**src/hdl/skyb_pkg.sv**
```systemverilog
// ----------------------------------------------------------------------------
// skyb_pkg
// Shared types, constants and the sky colour table for the sky gradient
// phase blender.
// ----------------------------------------------------------------------------
`default_nettype none

package skyb_pkg;

    localparam int KEYFRAMES    = 4;
    localparam int CONTROL_ROWS = 4;
    localparam int MAX_HEIGHT   = 64;
    localparam int NUM_CH       = 3;

    localparam int PHASE_W  = 16;
    localparam int DT_W     = 10;
    localparam int HEIGHT_W = 7;
    localparam int ROWIDX_W = 6;
    localparam int GAIN_W   = 16;
    localparam int COLOUR_W = 8;
    localparam int KEY_W    = $clog2(KEYFRAMES);
    localparam int ROW_W    = $clog2(CONTROL_ROWS);
    localparam int CH_W     = $clog2(NUM_CH);
    localparam int KP_W     = PHASE_W + KEY_W;

    // row interpolation: ry = y * ROW_SPAN / (h - 1)
    localparam int ROW_SPAN = (CONTROL_ROWS - 1) * 65536;
    localparam int SPAN_W   = $clog2(ROW_SPAN + 1);
    localparam int DIVR_W   = $clog2(MAX_HEIGHT);
    localparam int DCNT_W   = $clog2(SPAN_W + 1);

    // shared multiplier operands
    localparam int MUL_A_W  = 26;
    localparam int MUL_B_W  = 17;
    localparam int MUL_P_W  = MUL_A_W + MUL_B_W + 1;
    localparam int BLEND_W  = 25;

    localparam int CFG_IDX_W  = 2;
    localparam int CFG_DATA_W = 16;
    localparam logic [CFG_IDX_W-1:0] CFG_HEIGHT     = 2'd0;
    localparam logic [CFG_IDX_W-1:0] CFG_CYCLE_INC  = 2'd1;
    localparam logic [CFG_IDX_W-1:0] CFG_TRACK_GAIN = 2'd2;

    localparam logic [HEIGHT_W-1:0] HEIGHT_RST     = 7'd64;
    localparam logic [GAIN_W-1:0]   CYCLE_INC_RST  = 16'd3;
    localparam logic [GAIN_W-1:0]   TRACK_GAIN_RST = 16'd131;

    typedef struct packed {
        logic [DT_W-1:0]    dt_ms;
        logic               set_target;
        logic [PHASE_W-1:0] target_phase;
    } t_in;

    typedef struct packed {
        logic [ROWIDX_W-1:0] row_index;
        logic [COLOUR_W-1:0] red;
        logic [COLOUR_W-1:0] green;
        logic [COLOUR_W-1:0] blue;
        logic [PHASE_W-1:0]  current_phase;
        logic                last_row;
    } t_out;

    typedef enum logic [3:0] {
        S_IDLE,
        S_P0,
        S_P1,
        S_P2,
        S_P3,
        S_DIV,
        S_DIVW,
        S_ROW,
        S_CA,
        S_CB,
        S_CC,
        S_CD,
        S_CE,
        S_EMIT
    } t_state;

    localparam logic [COLOUR_W-1:0] SKY_TABLE [KEYFRAMES][CONTROL_ROWS][NUM_CH] = '{
        '{'{8'd2,   8'd2,   8'd16 }, '{8'd6,   8'd7,   8'd34 },
          '{8'd14,  8'd13,  8'd52 }, '{8'd26,  8'd22,  8'd64 }},
        '{'{8'd24,  8'd20,  8'd62 }, '{8'd88,  8'd44,  8'd92 },
          '{8'd198, 8'd92,  8'd82 }, '{8'd255, 8'd152, 8'd92 }},
        '{'{8'd38,  8'd88,  8'd178}, '{8'd80,  8'd138, 8'd218},
          '{8'd138, 8'd188, 8'd238}, '{8'd198, 8'd222, 8'd248}},
        '{'{8'd16,  8'd12,  8'd48 }, '{8'd78,  8'd34,  8'd86 },
          '{8'd198, 8'd78,  8'd58 }, '{8'd255, 8'd118, 8'd58 }}
    };

endpackage

`default_nettype wire

```
**src/hdl/skyb_mul.sv**
```systemverilog
// ----------------------------------------------------------------------------
// skyb_mul
// Shared signed by unsigned multiplier with a registered product.
// ----------------------------------------------------------------------------
`default_nettype none

module skyb_mul (
    input  logic                               i_clk,
    input  logic signed [skyb_pkg::MUL_A_W-1:0] i_a,
    input  logic        [skyb_pkg::MUL_B_W-1:0] i_b,
    output logic signed [skyb_pkg::MUL_P_W-1:0] o_p
);

    logic signed [skyb_pkg::MUL_P_W-1:0] r_p;

    always_ff @(posedge i_clk) begin
        r_p <= skyb_pkg::MUL_P_W'(i_a) * skyb_pkg::MUL_P_W'($signed({1'b0, i_b}));
    end

    assign o_p = r_p;

endmodule

`default_nettype wire

```
**src/hdl/skyb_div.sv**
```systemverilog
// ----------------------------------------------------------------------------
// skyb_div
// Restoring divider, one quotient bit per cycle: row span by (height - 1).
// ----------------------------------------------------------------------------
`default_nettype none

module skyb_div (
    input  logic                              i_clk,
    input  logic                              i_rst_n,
    input  logic                              i_start,
    input  logic [skyb_pkg::DIVR_W-1:0]       i_divisor,
    output logic                              o_done,
    output logic [skyb_pkg::SPAN_W-1:0]       o_quot,
    output logic [skyb_pkg::DIVR_W-1:0]       o_rem
);

    logic                          r_busy;
    logic                          r_done;
    logic [skyb_pkg::DCNT_W-1:0]   r_cnt;
    logic [skyb_pkg::SPAN_W-1:0]   r_num;
    logic [skyb_pkg::SPAN_W-1:0]   r_quot;
    logic [skyb_pkg::DIVR_W-1:0]   r_rem;
    logic [skyb_pkg::DIVR_W-1:0]   r_div;

    logic [skyb_pkg::DIVR_W:0]     trial;
    logic                          ge;
    logic [skyb_pkg::DIVR_W-1:0]   n_rem;
    logic [skyb_pkg::DIVR_W:0]     diff;

    assign trial = {r_rem, r_num[skyb_pkg::SPAN_W-1]};
    assign ge    = (trial >= {1'b0, r_div});
    assign diff  = trial - {1'b0, r_div};
    assign n_rem = ge ? diff[skyb_pkg::DIVR_W-1:0] : trial[skyb_pkg::DIVR_W-1:0];

    always_ff @(posedge i_clk) begin
        if (!i_rst_n) begin
            r_busy <= 1'b0;
            r_done <= 1'b0;
            r_cnt  <= '0;
        end else begin
            r_done <= 1'b0;
            if (i_start && !r_busy) begin
                r_busy <= 1'b1;
                r_cnt  <= '0;
            end else if (r_busy) begin
                r_cnt <= r_cnt + 1'b1;
                if (r_cnt == skyb_pkg::DCNT_W'(skyb_pkg::SPAN_W - 1)) begin
                    r_busy <= 1'b0;
                    r_done <= 1'b1;
                end
            end
        end
    end

    always_ff @(posedge i_clk) begin
        if (i_start && !r_busy) begin
            r_num  <= skyb_pkg::SPAN_W'(skyb_pkg::ROW_SPAN);
            r_quot <= '0;
            r_rem  <= '0;
            r_div  <= i_divisor;
        end else if (r_busy) begin
            r_num  <= {r_num[skyb_pkg::SPAN_W-2:0], 1'b0};
            r_quot <= {r_quot[skyb_pkg::SPAN_W-2:0], ge};
            r_rem  <= n_rem;
        end
    end

    assign o_done = r_done;
    assign o_quot = r_quot;
    assign o_rem  = r_rem;

    a_start_busy: assert property (@(posedge i_clk) disable iff (!i_rst_n)
        (i_start && !r_busy) |=> r_busy)
        else $error("divider did not start");

    a_cnt_range: assert property (@(posedge i_clk) disable iff (!i_rst_n)
        r_busy |-> (r_cnt < skyb_pkg::DCNT_W'(skyb_pkg::SPAN_W)))
        else $error("divider step count out of range");

    a_rem_below: assert property (@(posedge i_clk) disable iff (!i_rst_n)
        (r_done && r_div != '0) |-> (r_rem < r_div))
        else $error("divider remainder not below divisor");

endmodule

`default_nettype wire

```
**src/hdl/sky_gradient_phase_blender_core.sv**
```systemverilog
// sequence: phase update in P0 and P1, plus P2 and P3 when tracking, then the row-step division
// in DIV and DIVW when height > 1, then per row ROW, CA to CE per channel and EMIT, which
// waits for a free output register and loads it with the row result
// each colour channel steps through CA to CE, and CA, CB and CD drive the single shared 26x17 multiplier
// a new tick is taken once the last row of the previous one sits in the output register
// reset: synchronous active low; phase, target and tracking clear, registers to defaults
// ----------------------------------------------------------------------------
// sky_gradient_phase_blender_core
// Phase tracker and per-row bilinear sky colour blender under a small
// sequencer around one shared multiplier and a serial divider.
// ----------------------------------------------------------------------------
`default_nettype none

module sky_gradient_phase_blender_core (
    input  logic                                i_clk,
    input  logic                                i_rst_n,
    input  logic                                i_cfg_wr_en,
    input  logic [skyb_pkg::CFG_IDX_W-1:0]      i_cfg_idx,
    input  logic [skyb_pkg::CFG_DATA_W-1:0]     i_cfg_data,
    input  logic                                i_in_valid,
    output logic                                o_in_ready,
    input  skyb_pkg::t_in                       i_in,
    output logic                                o_out_valid,
    input  logic                                i_out_ready,
    output skyb_pkg::t_out                      o_out
);

    skyb_pkg::t_state r_state, n_state;

    logic [skyb_pkg::HEIGHT_W-1:0]  r_height;
    logic [skyb_pkg::GAIN_W-1:0]    r_cycle_inc;
    logic [skyb_pkg::GAIN_W-1:0]    r_track_gain;

    logic [skyb_pkg::PHASE_W-1:0]   r_phase;
    logic [skyb_pkg::PHASE_W-1:0]   r_target;
    logic                           r_tracking;
    logic [skyb_pkg::DT_W-1:0]      r_dt;
    logic [skyb_pkg::MUL_B_W-1:0]   r_gain;
    logic signed [skyb_pkg::PHASE_W:0] r_diff;

    logic [skyb_pkg::KEY_W-1:0]     r_k1, r_k2;
    logic [skyb_pkg::PHASE_W-1:0]   r_kt;
    logic [skyb_pkg::ROWIDX_W-1:0]  r_hlast;
    logic [skyb_pkg::SPAN_W-1:0]    r_q0, r_acc_q;
    logic [skyb_pkg::DIVR_W-1:0]    r_r0, r_acc_r;
    logic [skyb_pkg::ROWIDX_W-1:0]  r_row;
    logic [skyb_pkg::ROW_W-1:0]     r_r1, r_r2;
    logic [skyb_pkg::PHASE_W-1:0]   r_rt;
    logic [skyb_pkg::CH_W-1:0]      r_ch;
    logic signed [skyb_pkg::BLEND_W-1:0] r_pa, r_a, r_b;
    logic [skyb_pkg::COLOUR_W-1:0]  r_col [skyb_pkg::NUM_CH];

    skyb_pkg::t_out                 r_out;
    logic                           r_out_valid;

    logic signed [skyb_pkg::MUL_A_W-1:0] mul_a;
    logic        [skyb_pkg::MUL_B_W-1:0] mul_b;
    logic signed [skyb_pkg::MUL_P_W-1:0] mul_p;
    logic                                div_start;
    logic                                div_done;
    logic [skyb_pkg::SPAN_W-1:0]         div_quot;
    logic [skyb_pkg::DIVR_W-1:0]         div_rem;

    logic                                in_accept;
    logic                                out_free;
    logic [skyb_pkg::HEIGHT_W-1:0]       h_sat;
    logic [skyb_pkg::HEIGHT_W-1:0]       h_less1;
    logic [skyb_pkg::KP_W-1:0]           kp;
    logic [skyb_pkg::KEY_W-1:0]          kp_int;
    logic [skyb_pkg::SPAN_W-17:0]        ry_int;
    logic [skyb_pkg::ROW_W-1:0]          row_r1;
    logic [skyb_pkg::COLOUR_W-1:0]       a0, a1, b0, b1;
    logic signed [skyb_pkg::COLOUR_W:0]  da, db;
    logic signed [skyb_pkg::PHASE_W+1:0] diff_raw, diff_wrap;
    logic signed [skyb_pkg::MUL_P_W-1:0] step_adj, step_v, blend_v;
    logic [skyb_pkg::DIVR_W:0]           sum_r;
    logic [skyb_pkg::DIVR_W:0]           sum_r_wrap;

    skyb_mul u_mul (
        .i_clk (i_clk),
        .i_a   (mul_a),
        .i_b   (mul_b),
        .o_p   (mul_p)
    );

    skyb_div u_div (
        .i_clk     (i_clk),
        .i_rst_n   (i_rst_n),
        .i_start   (div_start),
        .i_divisor (h_less1[skyb_pkg::DIVR_W-1:0]),
        .o_done    (div_done),
        .o_quot    (div_quot),
        .o_rem     (div_rem)
    );

    assign o_in_ready = (r_state == skyb_pkg::S_IDLE);
    assign in_accept  = i_in_valid && o_in_ready;
    assign out_free   = !r_out_valid || i_out_ready;

    assign h_sat   = (r_height > skyb_pkg::HEIGHT_W'(skyb_pkg::MAX_HEIGHT))
                     ? skyb_pkg::HEIGHT_W'(skyb_pkg::MAX_HEIGHT) : r_height;
    assign h_less1 = h_sat - 1'b1;

    assign kp     = skyb_pkg::KP_W'(r_phase) * skyb_pkg::KP_W'(skyb_pkg::KEYFRAMES);
    assign kp_int = kp[skyb_pkg::PHASE_W +: skyb_pkg::KEY_W];

    assign ry_int = r_acc_q[skyb_pkg::SPAN_W-1:16];
    assign row_r1 = (ry_int > (skyb_pkg::CONTROL_ROWS - 1))
                    ? skyb_pkg::ROW_W'(skyb_pkg::CONTROL_ROWS - 1)
                    : skyb_pkg::ROW_W'(ry_int);

    assign a0 = skyb_pkg::SKY_TABLE[r_k1][r_r1][r_ch];
    assign a1 = skyb_pkg::SKY_TABLE[r_k1][r_r2][r_ch];
    assign b0 = skyb_pkg::SKY_TABLE[r_k2][r_r1][r_ch];
    assign b1 = skyb_pkg::SKY_TABLE[r_k2][r_r2][r_ch];
    assign da = $signed({1'b0, a1}) - $signed({1'b0, a0});
    assign db = $signed({1'b0, b1}) - $signed({1'b0, b0});

    // shortest way round the circle
    assign diff_raw = $signed({2'b00, r_target}) - $signed({2'b00, r_phase});
    always_comb begin
        if (diff_raw > 18'sd32768) begin
            diff_wrap = diff_raw - 18'sd65536;
        end else if (diff_raw < -18'sd32768) begin
            diff_wrap = diff_raw + 18'sd65536;
        end else begin
            diff_wrap = diff_raw;
        end
    end

    // truncate toward zero
    assign step_adj = mul_p + (mul_p[skyb_pkg::MUL_P_W-1]
                      ? skyb_pkg::MUL_P_W'(65535) : skyb_pkg::MUL_P_W'(0));
    assign step_v   = step_adj >>> 16;

    assign blend_v  = (skyb_pkg::MUL_P_W'(r_a) <<< 16) + mul_p;

    assign sum_r      = {1'b0, r_acc_r} + {1'b0, r_r0};
    assign sum_r_wrap = sum_r - {1'b0, r_hlast};

    always_ff @(posedge i_clk) begin
        if (!i_rst_n) begin
            r_state <= skyb_pkg::S_IDLE;
        end else begin
            r_state <= n_state;
        end
    end

    always_comb begin
        n_state   = r_state;
        mul_a     = '0;
        mul_b     = '0;
        div_start = 1'b0;
        case (r_state)
            skyb_pkg::S_IDLE: begin
                if (i_in_valid) begin
                    n_state = skyb_pkg::S_P0;
                end
            end
            skyb_pkg::S_P0: begin
                mul_a   = r_tracking ? skyb_pkg::MUL_A_W'(r_track_gain)
                                     : skyb_pkg::MUL_A_W'(r_cycle_inc);
                mul_b   = skyb_pkg::MUL_B_W'(r_dt);
                n_state = skyb_pkg::S_P1;
            end
            skyb_pkg::S_P1: begin
                n_state = r_tracking ? skyb_pkg::S_P2 : skyb_pkg::S_DIV;
            end
            skyb_pkg::S_P2: begin
                mul_a   = skyb_pkg::MUL_A_W'(r_diff);
                mul_b   = r_gain;
                n_state = skyb_pkg::S_P3;
            end
            skyb_pkg::S_P3: begin
                n_state = skyb_pkg::S_DIV;
            end
            skyb_pkg::S_DIV: begin
                if (h_sat == '0) begin
                    n_state = skyb_pkg::S_IDLE;
                end else if (h_sat == skyb_pkg::HEIGHT_W'(1)) begin
                    n_state = skyb_pkg::S_ROW;
                end else begin
                    div_start = 1'b1;
                    n_state   = skyb_pkg::S_DIVW;
                end
            end
            skyb_pkg::S_DIVW: begin
                if (div_done) begin
                    n_state = skyb_pkg::S_ROW;
                end
            end
            skyb_pkg::S_ROW: begin
                n_state = skyb_pkg::S_CA;
            end
            skyb_pkg::S_CA: begin
                mul_a   = skyb_pkg::MUL_A_W'(da);
                mul_b   = skyb_pkg::MUL_B_W'(r_rt);
                n_state = skyb_pkg::S_CB;
            end
            skyb_pkg::S_CB: begin
                mul_a   = skyb_pkg::MUL_A_W'(db);
                mul_b   = skyb_pkg::MUL_B_W'(r_rt);
                n_state = skyb_pkg::S_CC;
            end
            skyb_pkg::S_CC: begin
                n_state = skyb_pkg::S_CD;
            end
            skyb_pkg::S_CD: begin
                mul_a   = skyb_pkg::MUL_A_W'(r_b) - skyb_pkg::MUL_A_W'(r_a);
                mul_b   = skyb_pkg::MUL_B_W'(r_kt);
                n_state = skyb_pkg::S_CE;
            end
            skyb_pkg::S_CE: begin
                n_state = (r_ch == skyb_pkg::CH_W'(skyb_pkg::NUM_CH - 1))
                          ? skyb_pkg::S_EMIT : skyb_pkg::S_CA;
            end
            skyb_pkg::S_EMIT: begin
                if (out_free) begin
                    n_state = (r_row == r_hlast) ? skyb_pkg::S_IDLE : skyb_pkg::S_ROW;
                end
            end
            default: begin
                n_state = skyb_pkg::S_IDLE;
            end
        endcase
    end

    // configuration and phase state
    always_ff @(posedge i_clk) begin
        if (!i_rst_n) begin
            r_height     <= skyb_pkg::HEIGHT_RST;
            r_cycle_inc  <= skyb_pkg::CYCLE_INC_RST;
            r_track_gain <= skyb_pkg::TRACK_GAIN_RST;
            r_phase      <= '0;
            r_target     <= '0;
            r_tracking   <= 1'b0;
        end else begin
            if (i_cfg_wr_en) begin
                case (i_cfg_idx)
                    skyb_pkg::CFG_HEIGHT:     r_height     <= i_cfg_data[skyb_pkg::HEIGHT_W-1:0];
                    skyb_pkg::CFG_CYCLE_INC:  r_cycle_inc  <= i_cfg_data[skyb_pkg::GAIN_W-1:0];
                    skyb_pkg::CFG_TRACK_GAIN: r_track_gain <= i_cfg_data[skyb_pkg::GAIN_W-1:0];
                    default: begin
                    end
                endcase
            end
            if (in_accept && i_in.set_target) begin
                r_target   <= i_in.target_phase;
                r_tracking <= 1'b1;
            end
            if (r_state == skyb_pkg::S_P1 && !r_tracking) begin
                r_phase <= r_phase + mul_p[skyb_pkg::PHASE_W-1:0];
            end else if (r_state == skyb_pkg::S_P3) begin
                r_phase <= r_phase + step_v[skyb_pkg::PHASE_W-1:0];
            end
        end
    end

    // datapath registers
    always_ff @(posedge i_clk) begin
        case (r_state)
            skyb_pkg::S_IDLE: begin
                r_dt <= i_in.dt_ms;
            end
            skyb_pkg::S_P1: begin
                r_gain <= (mul_p > skyb_pkg::MUL_P_W'(65536))
                          ? skyb_pkg::MUL_B_W'(65536) : mul_p[skyb_pkg::MUL_B_W-1:0];
                r_diff <= diff_wrap[skyb_pkg::PHASE_W:0];
            end
            skyb_pkg::S_DIV: begin
                r_k1    <= kp_int;
                r_k2    <= (kp_int == skyb_pkg::KEY_W'(skyb_pkg::KEYFRAMES - 1))
                           ? '0 : kp_int + 1'b1;
                r_kt    <= kp[skyb_pkg::PHASE_W-1:0];
                r_hlast <= h_less1[skyb_pkg::ROWIDX_W-1:0];
                r_q0    <= '0;
                r_r0    <= '0;
                r_acc_q <= '0;
                r_acc_r <= '0;
                r_row   <= '0;
            end
            skyb_pkg::S_DIVW: begin
                if (div_done) begin
                    r_q0 <= div_quot;
                    r_r0 <= div_rem;
                end
            end
            skyb_pkg::S_ROW: begin
                r_r1 <= row_r1;
                r_r2 <= (row_r1 == skyb_pkg::ROW_W'(skyb_pkg::CONTROL_ROWS - 1))
                        ? row_r1 : row_r1 + 1'b1;
                r_rt <= r_acc_q[skyb_pkg::PHASE_W-1:0];
                r_ch <= '0;
            end
            skyb_pkg::S_CB: begin
                r_pa <= mul_p[skyb_pkg::BLEND_W-1:0];
            end
            skyb_pkg::S_CC: begin
                r_a <= $signed({1'b0, a0, 16'h0000}) + r_pa;
                r_b <= $signed({1'b0, b0, 16'h0000}) + mul_p[skyb_pkg::BLEND_W-1:0];
            end
            skyb_pkg::S_CE: begin
                r_col[r_ch] <= blend_v[skyb_pkg::MUL_P_W-1] ? '0 : blend_v[39:32];
                r_ch        <= r_ch + 1'b1;
            end
            skyb_pkg::S_EMIT: begin
                if (out_free) begin
                    r_row <= r_row + 1'b1;
                    if (sum_r >= {1'b0, r_hlast}) begin
                        r_acc_r <= sum_r_wrap[skyb_pkg::DIVR_W-1:0];
                        r_acc_q <= r_acc_q + r_q0 + 1'b1;
                    end else begin
                        r_acc_r <= sum_r[skyb_pkg::DIVR_W-1:0];
                        r_acc_q <= r_acc_q + r_q0;
                    end
                end
            end
            default: begin
            end
        endcase
    end

    // output register
    always_ff @(posedge i_clk) begin
        if (!i_rst_n) begin
            r_out_valid <= 1'b0;
        end else if (r_state == skyb_pkg::S_EMIT && out_free) begin
            r_out_valid <= 1'b1;
        end else if (i_out_ready) begin
            r_out_valid <= 1'b0;
        end
    end

    always_ff @(posedge i_clk) begin
        if (r_state == skyb_pkg::S_EMIT && out_free) begin
            r_out.row_index     <= r_row;
            r_out.red           <= r_col[0];
            r_out.green         <= r_col[1];
            r_out.blue          <= r_col[2];
            r_out.current_phase <= r_phase;
            r_out.last_row      <= (r_row == r_hlast);
        end
    end

    assign o_out_valid = r_out_valid;
    assign o_out       = r_out;

    a_row_bound: assert property (@(posedge i_clk) disable iff (!i_rst_n)
        (r_state == skyb_pkg::S_EMIT) |-> (r_row <= r_hlast))
        else $error("row counter past last row");

    a_rem_bound: assert property (@(posedge i_clk) disable iff (!i_rst_n)
        (r_state == skyb_pkg::S_ROW && r_hlast != '0) |-> (r_acc_r < r_hlast))
        else $error("row step remainder not below divisor");

    a_span_bound: assert property (@(posedge i_clk) disable iff (!i_rst_n)
        (r_state == skyb_pkg::S_ROW) |-> (r_acc_q <= skyb_pkg::SPAN_W'(skyb_pkg::ROW_SPAN)))
        else $error("row position beyond last control row");

    a_emit_loads: assert property (@(posedge i_clk) disable iff (!i_rst_n)
        (r_state == skyb_pkg::S_EMIT && out_free) |=> r_out_valid)
        else $error("row result not loaded into output register");

endmodule

`default_nettype wire
```
**config.mk**
```make
export PLATFORM = sky130hd
export DESIGN_NAME = sky_gradient_phase_blender_core
export DESIGN_NICKNAME = d
export VERILOG_FILES = /design/src/hdl/skyb_pkg.sv /design/src/hdl/skyb_mul.sv /design/src/hdl/skyb_div.sv /design/src/hdl/sky_gradient_phase_blender_core.sv
export SDC_FILE = /design/constraint.sdc
export NUM_CORES = 2
export LEC_CHECK = 0
export ABC_AREA = 1
export BUFFER_PORTS_ARGS = -buffer_cell sky130_fd_sc_hd__buf_4
export CORE_MARGIN = 2
export CORE_UTILIZATION = 60
export DETAILED_ROUTE_END_ITERATION = 8
export GPL_TIMING_DRIVEN = 0
export PLACE_DENSITY = 0.77
export SYNTH_ARGS = -nofsm -noshare
export SYNTH_HDL_FRONTEND = slang
export SYNTH_SLANG_ARGS = --single-unit
```
**constraint.sdc**
```tcl
create_clock -name i_clk -period 26.7 [get_ports i_clk]
set_input_delay 5.34 -clock i_clk [delete_from_list [all_inputs] [get_ports i_clk]]
set_output_delay 5.34 -clock i_clk [all_outputs]
set_load 0.01 [all_outputs]
```
==> results.cfg <==
[synthesis]
synth-compound-area-share_pct = 11.9
synth_top_family_by_area = adder cells
synth_area_mm2 = 0.0423
ys_ff_latch = 450
synthesis.nets = 5872
ys_types = 73
synth.largest_area_cell = edfxtp_1
synth_top_area_share_pct = 21.0
synthAdderAreaFrac_pct = 29.7
synth_xor_area_share_pct = 2.30
synth_cells = 5084
synth-simple-area-share_pct = 17.0
synthFlopType = edfxtp_1
avgSynthCellArea_um2 = 8.31
yosys_warnings = 0
muxShareOfSynthArea_pct = 0
synthTopCellsByArea = edfxtp_1, fa_1, inv_1
async_reset_ff_share_pct = 0
synth_edf_count = 296
ys_seq_area_share_pct = 28.3

[place]
io_buffers = 97
place_ws_ns = 15.92
placed_area_mm2 = 0.0444
dp_hpwl_mm = 108
dp.cells = 6127
place_congestion = 1.01

[clock_network]
holdBufCountCts = 0
clock-sinks = 450
cts_tree = built
cts_setup_buffers = 0
ctsResizeCount = 0
numCtsBuffers = 45
root_buffer = clkbuf_16
cts.path.max_buffers = 3
htreeDepth = 2
clk_latency_ns = 0.63
path_clk_slew_ns = 0.07

[worst_setup_path]
path_buf_inv = 9
crit_type = reg -> reg
crit_family = adder cells
worstPathArrival_ns = 11.60
cp.required_ns = 27.24
slowest_delay_ns = 0.95
rrSetupSlack_ns = 15.64
slowest_stage = fa_1
cp_max_fo = 10
end_kind = register
cp-start-kind = register

[finish]
final_cell_mix = inv_1, nand2_1, nor2_1
layout_commonest_cell = inv_1
drive_gt1_share_pct = 6.20
n_antenna_cell = 0
fin_area_mm2 = 0.0459
fin_cells = 6211
n_fill_cell = 5882
nets = 6022
syn2layout_area_growth_pct = 8.64

[sta]
max_clock_freq_mhz = 90.4
setup-tns-final_ns = 0
period_share_pct = 41.4
setup_viol = 0
skew_ns = 0.0549
rsz0062_at_grt = no
slew_violations = 7
worst_pin_slew_ns = 1.56
hold_viol_final = 0
finalWorstSetupSlack_ns = 15.64
slew_headroom_pct = -4.00
period_needed_ns = 11.06

[hold_path]
min-delay-path-class = reg -> reg

[route]
drt_wl_total_mm = 132
dr.pass1.iters = 7
vias = 36400
dr.first_iter.drc_count = 4293
wire_per_inst_um = 21.2
post_drt_via_cell_ratio = 5.86
route.antenna.remaining_nets = 0
drc = 0

[grt]
grt_overflow = 0
antenna_found_initial = 2
grt.total_usage_pct = 36.3
grt_pass1_vias = 35600
grt_max_degree = 36
grt_pass1_wl_mm = 203

[die]
io_pins = 99
die_h_um = 269
initial_core_util_pct = 60.5
core_mm2 = 0.0699
die-area_mm2 = 0.0726
dieWidth_um = 269
rows = 97

[power_and_ir_drop]
total_power_mw = 1.91
p_leak_nw = 21.6
vdd_ir_drop_max_mv = 0.0521
power_density_mw_per_mm2 = 41.7

[job]
maxCapViolCount = 0

[run_status]
status = finished, violations left
violations = max-slew violations
[path summary, 6_finish.rpt]
path / from / end / depth (start not counted)
hold / removal: r_pa[13]$_DFFE_PP_ / r_a[13]$_DFFE_PP_ / 0
setup / recovery: r_k1[0]$_DFFE_PP_ / u_mul.o_p[41]$_DFF_P_ / 39
hold reg to reg: r_pa[13]$_DFFE_PP_ / r_a[13]$_DFFE_PP_ / 0
setup reg to reg: r_k1[0]$_DFFE_PP_ / u_mul.o_p[41]$_DFF_P_ / 39
[worst reg2reg max path: cells and delay by family, from the launching register on]
kind | cells | cell delay [ns]
compound gates | 5 | 1.18
xor+xnor | 1 | 0.14
fa+ha+maj | 9 | 5.02
buf+inv | 9 | 1.64
flops | 1 | 0.54
simple gates | 15 | 2.46
[per-stage QoR]
stage | hold slack, ns | utilization [%]
6_report | 0.405 | 65.7
5_1_grt | 0.408 | 65.7
4_1_cts | 0.398 | 65.7
3_5_place_dp | 0.405 | 63.5
3_3_place_gp | 0.401 | 63.2
2_1_floorplan | 0.400 | -
[layout make-up]
cell class	count	area, µm²	share of cell area (%)
repair buffers	103	858	1.87
well taps	940	1180	2.56
clock inverters	21	267	0.580
flip-flops and latches	450	12000	26.1
inverters	1060	3980	8.66
multi-input cells	3441	25800	56.2
plain buffers	133	568	1.24
clock buffers	63	1290	2.82
[cell families (layout without fill, tap and decap cells)]
group           Yosys count  after routing
flops                   450            450
simple gates           1697           1697
fa+ha+maj               738            738
xor+xnor                108            108
compound gates          898            898
buf+inv                1193           1380
[where the power goes]
part           internal (mW)  switching, mW  total (mW)  leakage (nW)
logic                  0.130          0.292       0.422          16.9
clock network          0.375          0.292       0.667         0.763
registers              0.784         0.0401       0.824          3.94
total                   1.29          0.624        1.91          21.6
[flip-flops by register name, summed over array words and instances (netlist names), 14 cells and up]
name	cells
r_kt	14
r_acc_q	18
r_phase	16
r_q0	18
r_target	16
r_rt	16
r_b	25
r_pa	25
r_track_gain	16
r_a	25
u_mul.o_p	44
u_div.o_quot	18
r_diff	17
o_out	47
r_cycle_inc	16
r_col	24
r_gain	17
[Yosys cell counts, types with 5 or more instances]
| cell | n |
|---|---|
| clkbuf_1 | 81 |
| nand2_1 | 862 |
| o21a_1 | 10 |
| a31oi_1 | 27 |
| inv_1 | 1042 |
| buf_1 | 9 |
| fa_1 | 442 |
| a22o_1 | 5 |
| o211ai_1 | 20 |
| a211oi_1 | 13 |
| nor4_1 | 15 |
| nand3_1 | 149 |
| o31ai_1 | 10 |
| inv_2 | 17 |
| a221oi_1 | 12 |
| o22ai_1 | 8 |
| o21ai_0 | 258 |
| dfxtp_1 | 154 |
| or2_2 | 11 |
| a21o_1 | 13 |
| a22oi_1 | 23 |
| nor2_2 | 11 |
| buf_2 | 40 |
| a21boi_1 | 5 |
| nand4_1 | 56 |
| and2_1 | 12 |
| nor2_1 | 476 |
| o21ai_1 | 19 |
| xnor2_1 | 42 |
| nand3b_1 | 13 |
| nor2_4 | 6 |
| ha_1 | 296 |
| o221ai_1 | 7 |
| o21ai_2 | 8 |
| nand2_2 | 21 |
| o21bai_1 | 9 |
| edfxtp_1 | 296 |
| nor3_1 | 43 |
| xor2_1 | 64 |
| a21oi_1 | 421 |
[per-layer routing]
| layer | wire [µm] | up-vias | track usage, % |
|---|---|---|---|
| met4 | 5440 | 4 | 12.9 |
| met5 | 61 | - | 0 |
| met3 | 15800 | 366 | 10.0 |
| li1 | - | 16600 | - |
| met1 | 52800 | 17500 | 49.7 |
| met2 | 57500 | 2000 | 55.6 |
Power figures use the tool's default switching activity.
